===== config.mk =====
export PLATFORM = sky130hd
export DESIGN_NAME = rational_normalize
export DESIGN_NICKNAME = d
export VERILOG_FILES = /design/src/design/rn_pkg.sv /design/src/design/rn_div.sv /design/src/design/rational_normalize.sv
export SDC_FILE = /design/constraint.sdc
export NUM_CORES = 1
export LEC_CHECK = 0
export ABC_CLOCK_PERIOD_IN_PS = 6600
export BUFFER_PORTS_ARGS = -buffer_cell sky130_fd_sc_hd__buf_2
export CORE_MARGIN = 3
export CORE_UTILIZATION = 55
export CTS_CLUSTER_SIZE = 24
export DETAILED_ROUTE_END_ITERATION = 16
export PLACE_DENSITY_LB_ADDON = 0.08
export SYNTH_ARGS = -nofsm -noshare
export SYNTH_HDL_FRONTEND = slang
export SYNTH_HIERARCHICAL = 1
export SYNTH_SLANG_ARGS = --single-unit

===== constraint.sdc =====
create_clock -name clk_i -period 6.6 [get_ports clk_i]
set_clock_uncertainty 0.15 [all_clocks]
set_input_delay 0 -clock clk_i [delete_from_list [all_inputs] [get_ports clk_i]]
set_output_delay 0 -clock clk_i [all_outputs]
set_load 0.02 [all_outputs]

===== src/design/rn_pkg.sv =====
`default_nettype none

package rn_pkg;

  // Sequencer states, one-hot.
  typedef enum logic [4:0] {
    ST_IDLE = 5'b00001,
    ST_GCD  = 5'b00010,
    ST_QN   = 5'b00100,
    ST_QD   = 5'b01000,
    ST_OUT  = 5'b10000
  } state_e;

  // Status of the shared divider as seen by the sequencer.
  typedef struct packed {
    logic busy;
    logic done;
  } div_status_t;

endpackage

`default_nettype wire


===== src/design/rn_div.sv =====
`default_nettype none

// Restoring divider, one quotient bit per cycle.
// A start pulse loads the operands; done pulses once, as the last quotient bit is registered.
module rn_div #(
  parameter int WIDTH = 32
) (
  input  wire logic             clk_i,
  input  wire logic             rst_ni,
  input  wire logic             start_i,
  input  wire logic [WIDTH-1:0] dividend_i,
  input  wire logic [WIDTH-1:0] divisor_i,
  output rn_pkg::div_status_t   status_o,
  output logic      [WIDTH-1:0] quotient_o,
  output logic      [WIDTH-1:0] remainder_o
);

  localparam int CW = $clog2(WIDTH);

  logic             busy_q, busy_d;
  logic             done_q, done_d;
  logic [CW-1:0]    cnt_q, cnt_d;
  logic [WIDTH-1:0] rem_q, rem_d;
  logic [WIDTH-1:0] quo_q, quo_d;
  logic [WIDTH-1:0] dvs_q, dvs_d;

  logic [WIDTH:0]   rem_sh;
  logic [WIDTH:0]   rem_sub;
  logic             ge;

  assign rem_sh  = {rem_q, quo_q[WIDTH-1]};
  assign ge      = rem_sh >= {1'b0, dvs_q};
  assign rem_sub = rem_sh - {1'b0, dvs_q};

  always_comb begin
    busy_d = busy_q;
    done_d = 1'b0;
    cnt_d  = cnt_q;
    rem_d  = rem_q;
    quo_d  = quo_q;
    dvs_d  = dvs_q;
    if (start_i) begin
      busy_d = 1'b1;
      cnt_d  = '0;
      rem_d  = '0;
      quo_d  = dividend_i;
      dvs_d  = divisor_i;
    end else if (busy_q) begin
      // remainder stays below the divisor, so the top bit drops safely
      rem_d = ge ? rem_sub[WIDTH-1:0] : rem_sh[WIDTH-1:0];
      quo_d = {quo_q[WIDTH-2:0], ge};
      cnt_d = cnt_q + 1'b1;
      if (cnt_q == CW'(WIDTH - 1)) begin
        busy_d = 1'b0;
        done_d = 1'b1;
      end
    end
  end

  always_ff @(posedge clk_i or negedge rst_ni) begin
    if (!rst_ni) begin
      busy_q <= 1'b0;
      done_q <= 1'b0;
      cnt_q  <= '0;
    end else begin
      busy_q <= busy_d;
      done_q <= done_d;
      cnt_q  <= cnt_d;
    end
  end

  always_ff @(posedge clk_i) begin
    rem_q <= rem_d;
    quo_q <= quo_d;
    dvs_q <= dvs_d;
  end

  assign status_o.busy = busy_q;
  assign status_o.done = done_q;
  assign quotient_o    = quo_q;
  assign remainder_o   = rem_q;

  assert property (@(posedge clk_i) disable iff (!rst_ni)
    done_q |-> !busy_q)
    else $error("divider done while still busy");

  assert property (@(posedge clk_i) disable iff (!rst_ni)
    busy_q && !start_i && (cnt_q != CW'(WIDTH - 1)) |=> busy_q && !done_q)
    else $error("divider stopped early");

  assert property (@(posedge clk_i) disable iff (!rst_ni)
    start_i |-> !busy_q)
    else $error("divider restarted while busy");

endmodule

`default_nettype wire


===== src/design/rational_normalize.sv =====
`default_nettype none

// Channel  Dir  Handshake                     Payload
// s_axis   in   s_axis_tvalid/s_axis_tready   tdata: numerator_in, denominator_in
// m_axis   out  m_axis_tvalid/m_axis_tready   tdata: reduced_numerator,
//                                             reduced_denominator; tuser: invalid
//
// One item at a time: s_axis_tready is high only while the block is idle.
// Every Euclid remainder step and both final quotients run in turn on the one
// bit-serial divider, one quotient bit per cycle; 0/0 bypasses the divider.
// Reset (rst_ni low, asynchronous) returns the sequencer to idle.
// The result holds on m_axis until taken; the input side stays closed meanwhile.
module rational_normalize #(
  parameter int WIDTH = 32
) (
  input  wire logic                                clk_i,
  input  wire logic                                rst_ni,
  input  wire logic                                s_axis_tvalid,
  output logic                                     s_axis_tready,
  // numerator_in [WIDTH-1:0], denominator_in [2*WIDTH-1:WIDTH], zero pad
  input  wire logic [((2*WIDTH+7)/8)*8-1:0]        s_axis_tdata,
  output logic                                     m_axis_tvalid,
  input  wire logic                                m_axis_tready,
  // reduced_numerator [WIDTH-1:0], reduced_denominator [2*WIDTH-2:WIDTH], zero pad
  output logic [((2*WIDTH+6)/8)*8-1:0]             m_axis_tdata,
  // invalid [0]
  output logic                                     m_axis_tuser
);

  localparam int OUT_W = ((2*WIDTH+6)/8)*8;

  rn_pkg::state_e      state_q, state_d;
  rn_pkg::div_status_t div_st;

  logic             neg_q, neg_d;
  logic             inv_q, inv_d;
  logic [WIDTH-1:0] nm_q, nm_d;
  logic [WIDTH-1:0] dm_q, dm_d;
  logic [WIDTH-1:0] b_q, b_d;
  logic [WIDTH-1:0] g_q, g_d;
  logic [WIDTH-1:0] qn_q, qn_d;
  logic [WIDTH-1:0] qd_q, qd_d;
  logic             start_q, start_d;
  logic [WIDTH-1:0] dvd_q, dvd_d;
  logic [WIDTH-1:0] dvs_q, dvs_d;

  logic [WIDTH-1:0] quo, rem;
  logic [WIDTH-1:0] n_in, d_in, n_mag, d_mag;
  logic [WIDTH-1:0] num_out;

  assign n_in  = s_axis_tdata[WIDTH-1:0];
  assign d_in  = s_axis_tdata[2*WIDTH-1:WIDTH];
  assign n_mag = n_in[WIDTH-1] ? (~n_in + 1'b1) : n_in;
  assign d_mag = d_in[WIDTH-1] ? (~d_in + 1'b1) : d_in;

  rn_div #(.WIDTH(WIDTH)) u_div (
    .clk_i       (clk_i),
    .rst_ni      (rst_ni),
    .start_i     (start_q),
    .dividend_i  (dvd_q),
    .divisor_i   (dvs_q),
    .status_o    (div_st),
    .quotient_o  (quo),
    .remainder_o (rem)
  );

  always_comb begin
    state_d = state_q;
    neg_d   = neg_q;
    inv_d   = inv_q;
    nm_d    = nm_q;
    dm_d    = dm_q;
    b_d     = b_q;
    g_d     = g_q;
    qn_d    = qn_q;
    qd_d    = qd_q;
    start_d = 1'b0;
    dvd_d   = dvd_q;
    dvs_d   = dvs_q;
    case (state_q)
      rn_pkg::ST_IDLE: begin
        if (s_axis_tvalid) begin
          neg_d = n_in[WIDTH-1] ^ d_in[WIDTH-1];
          nm_d  = n_mag;
          dm_d  = d_mag;
          inv_d = 1'b0;
          if (n_mag == '0 && d_mag == '0) begin
            inv_d   = 1'b1;
            neg_d   = 1'b0;
            qn_d    = '0;
            qd_d    = '0;
            state_d = rn_pkg::ST_OUT;
          end else if (d_mag == '0) begin
            // gcd is the numerator itself
            g_d     = n_mag;
            start_d = 1'b1;
            dvd_d   = n_mag;
            dvs_d   = n_mag;
            state_d = rn_pkg::ST_QN;
          end else begin
            b_d     = d_mag;
            start_d = 1'b1;
            dvd_d   = n_mag;
            dvs_d   = d_mag;
            state_d = rn_pkg::ST_GCD;
          end
        end
      end
      rn_pkg::ST_GCD: begin
        if (div_st.done) begin
          start_d = 1'b1;
          if (rem == '0) begin
            g_d     = b_q;
            dvd_d   = nm_q;
            dvs_d   = b_q;
            state_d = rn_pkg::ST_QN;
          end else begin
            b_d   = rem;
            dvd_d = b_q;
            dvs_d = rem;
          end
        end
      end
      rn_pkg::ST_QN: begin
        if (div_st.done) begin
          qn_d    = quo;
          start_d = 1'b1;
          dvd_d   = dm_q;
          dvs_d   = g_q;
          state_d = rn_pkg::ST_QD;
        end
      end
      rn_pkg::ST_QD: begin
        if (div_st.done) begin
          qd_d    = quo;
          state_d = rn_pkg::ST_OUT;
        end
      end
      rn_pkg::ST_OUT: begin
        if (m_axis_tready) begin
          state_d = rn_pkg::ST_IDLE;
        end
      end
      default: begin
        state_d = rn_pkg::ST_IDLE;
      end
    endcase
  end

  always_ff @(posedge clk_i or negedge rst_ni) begin
    if (!rst_ni) begin
      state_q <= rn_pkg::ST_IDLE;
      start_q <= 1'b0;
    end else begin
      state_q <= state_d;
      start_q <= start_d;
    end
  end

  always_ff @(posedge clk_i) begin
    neg_q <= neg_d;
    inv_q <= inv_d;
    nm_q  <= nm_d;
    dm_q  <= dm_d;
    b_q   <= b_d;
    g_q   <= g_d;
    qn_q  <= qn_d;
    qd_q  <= qd_d;
    dvd_q <= dvd_d;
    dvs_q <= dvs_d;
  end

  // a zero quotient negates to zero, so no special case for 0/x
  assign num_out       = neg_q ? (~qn_q + 1'b1) : qn_q;
  assign s_axis_tready = (state_q == rn_pkg::ST_IDLE);
  assign m_axis_tvalid = (state_q == rn_pkg::ST_OUT);
  assign m_axis_tdata  = OUT_W'({qd_q[WIDTH-2:0], num_out});
  assign m_axis_tuser  = inv_q;

  assert property (@(posedge clk_i) disable iff (!rst_ni)
    (state_q == rn_pkg::ST_IDLE) |-> !div_st.busy && !div_st.done)
    else $error("divider active while idle");

  assert property (@(posedge clk_i) disable iff (!rst_ni)
    div_st.done |-> (state_q == rn_pkg::ST_GCD) || (state_q == rn_pkg::ST_QN)
                    || (state_q == rn_pkg::ST_QD))
    else $error("divider result with no step waiting");

  assert property (@(posedge clk_i) disable iff (!rst_ni)
    start_q |-> dvs_q != '0)
    else $error("divide by zero issued");

  assert property (@(posedge clk_i) disable iff (!rst_ni)
    m_axis_tvalid && m_axis_tuser |-> m_axis_tdata == '0)
    else $error("invalid result with nonzero data");

endmodule

`default_nettype wire

* Word-level counts from Yosys, hierarchy flattened *
Cells that the tools add are included.

storage, ports and cells
  bits in registers = 366
  output and inout bits = 67
  input port bits = 68

cells by class
  equal/unequal tests = 16
  reduce and logical (&&, ||, !) cells = 17
  bitwise operators = 4
  muxes and demuxes = 56
  $lt $le $gt $ge = 1
  $add $sub $neg = 5

operators by type and width
  cell                                                                      count
  32-bit 2-to-1 mux                                                         28
  32-bit case mux with 2 select lines                                       3
  32-bit case mux with 3 select lines                                       2
  32-bit by 1-bit adder with 32-bit output (second input constant)          3
  32-bit logical NOT                                                        3
  32-bit inverter                                                           3
  31-bit case mux with 2 select lines                                       1
  5-bit 2-to-1 mux                                                          9
  33-bit by 32-bit >= comparator with 1-bit output                          1
  32-bit subtractor                                                         1
  5-bit case mux with 5 select lines                                        1
  2-bit by 1-bit inequality test with 1-bit output (second input constant)  6
  6-bit AND reduction                                                       2
  5-bit == test (second input constant)                                     2
  1-bit 2-to-1 mux                                                          10
  5-bit AND reduction                                                       2
  2-bit inequality test (second input constant)                             4
  4-bit AND reduction                                                       2
  2-bit nonzero test                                                        4
  5-bit by 1-bit adder with 5-bit output (second input constant)            1
  5-bit by 1-bit == test with 1-bit output (second input constant)          1
  5-bit by 2-bit == test with 1-bit output (second input constant)          1
  5-bit by 3-bit == test with 1-bit output (second input constant)          1
  5-bit by 4-bit == test with 1-bit output (second input constant)          1
  7 further kinds                                                           7

* Longest topological paths before layout *
  depth after elaboration = 8
  mapped depth = 13
  mapped depth without buffers = 11

* By module *
The synthesis kept the hierarchy.

by module, submodules not included
  module              area each (µm²)  cells an instance  instances
  rational_normalize  14181.1          1310               1
  rn_div              5964.5           583                1

* Worst setup path after synthesis *
No wires, ideal clock.

  kind = input to register
  from = input s_axis_tdata[36]
  to = register qn_q[0], enable pin
  arrival = 5.487 ns
  cell stages on the path = 11
  path buffers = 4
  path slack = 0.493 ns
  data required time = 5.980 ns
  path through = buf_6 -> or4_1 -> buf_2 -> or4_1 -> clkbuf_2 -> nor4_1 -> nor4_1 -> or4_4 -> or4_4 -> buf_6 -> o31ai_1

on the way
  cells in the longest elaborated chain, start to end = 7

RTL lines
  what                                                          line                       text
  start: declaration                                            rational_normalize.sv:21   input wire logic [((2*WIDTH+7)/8)*8-1:0] s_axis_tdata,
  32-bit inverter                                               rational_normalize.sv:54   assign d_mag = d_in[WIDTH-1] ? (~d_in + 1'b1) : d_in;
  32-bit by 1-bit adder with 32-bit output                      rational_normalize.sv:54
  32-bit 2-to-1 mux *                                           rational_normalize.sv:54
  32-bit logical NOT *                                          rational_normalize.sv:87   if (n_mag == '0 && d_mag == '0) begin
  1-bit logical AND *                                           rational_normalize.sv:87
  2-bit by 1-bit inequality test with 1-bit output (no line) *  --
  4-bit AND reduction (no line) *                               --
  end signal: assignment                                        rational_normalize.sv:167  qn_q <= qn_d;
  end: declaration                                              rational_normalize.sv:41   logic [WIDTH-1:0] qn_q, qn_d;

Mark *: on every way between the ends. The rest lies on a longest branch, timed or not.
A chain may end at the register's enable or synchronous reset.

==> metrics.txt <==
CP max stage delay 0.59 ns; Hold Path Origin s_axis_tdata[40]; largest net degree at the start of global routing 68; final hold viol count 0; Via density 6.32; CTS Buf Count 40; first-pass GRT wire length 87.3 mm; Top-Level Pins 135; Worst EP arrival 5.43 ns; via count 16000; Met2 Wirelength 26.6 mm; Synth Net Count 1998; number of remaining DRC errors 0; worst setup path start s_axis_tdata[0]; Pre-antenna DRT Iters 5; minimum clock period 5.35 ns; R2R depth 9; share of cells above drive strength 1 0.149; Startpoint Class input pin; Pwr Density 403 nW/um^2; most common cell after layout, fill and taps aside edfxtp_1; postcts setup bufs 0; Critical Path Stages 14; hold_buf cts 80; Die Ht 197 microns; Reg clk slew, reported paths 0.06 ns; crit end category flip-flop; met1 WL 24.0 mm; buffers added on ports 133; GP Congestion 0.942; Skew-Pair Late Insertion Delay 0.56 ns; Gates resized, CTS repair 0; VDD IR max 0.000245 V; Setup TNS Final 0 ns; DRT Wirelength 57.6 mm; Remaining Overflow, GRT 0; reg-to-reg startpoint u_div/remainder_o[7]$_SDFFE_PP0P_; Syn Std Cell Area 20100 sq um; Max-slew headroom 0.236; hold depth 3; WL met3 5.24 mm; # nets final 2150; Placeable Area 35800 sq um; Max Cap Viol 0; starting density of the core 0.562; clk sinks 366; fmax 187 MHz; Cells after Synth 1892; # H-tree levels 2; Worst Path Class, Setup in -> reg; most frequent cells in the layout 321 x edfxtp_1, 189 x nor2_1, 157 x a21oi_1; DP Cell Count 2383; Warnings, synthesis 6; wire per inst 22.7 microns; final count of pins violating max slew 0; unrepaired setup endpoints after global routing no; First DRT Iteration DRCs 1638; hpwl dp 41.0 mm; Hold WC Path Type in -> reg; # rows 69; worst-margin pin slew 1.14 ns; initial antenna violation count 5; CP max-delay cell or4b_1; Top Metal Used met5; CTS tree done; Finish-stage setup viols 0; final non-filler cell total 2539; Synth Area per Inst 10.6 sq um; critical path cell sequence dlygate4sd3_1 > buf_2 > inv_1 > ha_1 > or4b_1 > or4_4 > o41ai_2 > xor2_1 > dlygate4sd3_1 > inv_1 > or4_1 > or3_1 > a221o_2 > buf_4; CTS root buf clkbuf_16; number of global-route vias before repair 14900; Critical path buffers and inverters 6; clk buf depth 3; Area Growth Syn to Fin 15.4%; Tcrit/Tclk final 0.811; gr usage total 0.291; largest fanout on the critical path 55; Die Wd 197 microns; Critical Path RT 6.68 ns; DIE AREA 38900 sq um; CP top delay family simple AND/OR/NAND/NOR gates; antenna violation net count after detailed routing 0; outcome completed; static leakage 0.00854 uW
worst paths after layout:
check                      slack, ns                                 end
max reg2reg                     2.79  u_div/remainder_o[19]$_SDFFE_PP0P_
min                             0.06                   dm_q[8]$_DFFE_PP_
max                             1.25                  dvs_q[7]$_DFFE_PP_
min in group asynchronous       0.47              state_q[0]$_DFFE_PN1P_
min reg2reg                     0.26            u_div/dvs_q[4]$_DFFE_PP_
max in group asynchronous       4.60                   start_q$_DFF_PN0_
final cells by class:
cell class,count,area [sq um]
fill,2822,12600
sequential,366,10600
multi-input combinational,1321,8750
timing repair buffer,239,1660
clock buffer,46,1020
tap,461,577
clock inverter,28,328
inverter,76,288
antenna,2,5.00
per-layer routing:
metal / global-route usage / vias to the layer above
met2: 0.457 / 716
met4: 0.0956 / 4
met5: 0 / -
li1: - / 7454
met3: 0.0575 / 112
met1: 0.412 / 7762
through the flow:
| stage | worst slack, ns | area (sq um) | power, uW | utilization | hold WS (ns) |
|---|---|---|---|---|---|
| after floorplan | 0.493 | 20100 | 5960 | - | -0.446 |
| after global placement | 1.76 | 21100 | 6950 | 0.588 | -0.213 |
| after detailed placement | 1.66 | 21100 | 7010 | 0.588 | -0.213 |
| after CTS | 1.32 | 23200 | 9370 | 0.649 | 0.0362 |
| after global routing | 0.995 | 23200 | 9830 | 0.649 | 0.101 |
| final | 1.25 | 23200 | 9380 | 0.649 | 0.0628 |
report_power, final:
group / switching (uW) / leakage (uW) / internal (uW)
registers: 414 / 0.00339 / 3540
logic: 2040 / 0.00449 / 1090
clock network: 928 / 0.000657 / 1360
worst reg2reg max path: stages (launching register included):
cell and delay [ns]:
dfxtp_1 0.54, ha_1 0.42, a21o_1 0.24, a31oi_1 0.20
o22ai_1 0.15, o41ai_2 0.48, a211o_2 0.80, inv_4 0.20
nand2_1 0.35, o21ai_0 0.15
sequential cells by signal (all words and copies together), names as in the netlist, 5 cells and up:
| name | count |
|---|---|
| dvs_q | 32 |
| qn_q | 32 |
| qd_q | 31 |
| u_div/remainder_o | 32 |
| u_div/dvs_q | 32 |
| u_div/cnt_q | 5 |
| g_q | 32 |
| b_q | 32 |
| u_div/quotient_o | 32 |
| state_q | 5 |
| dvd_q | 32 |
| dm_q | 32 |
| nm_q | 32 |
Note: power is estimated with default switching activity, not from simulation.
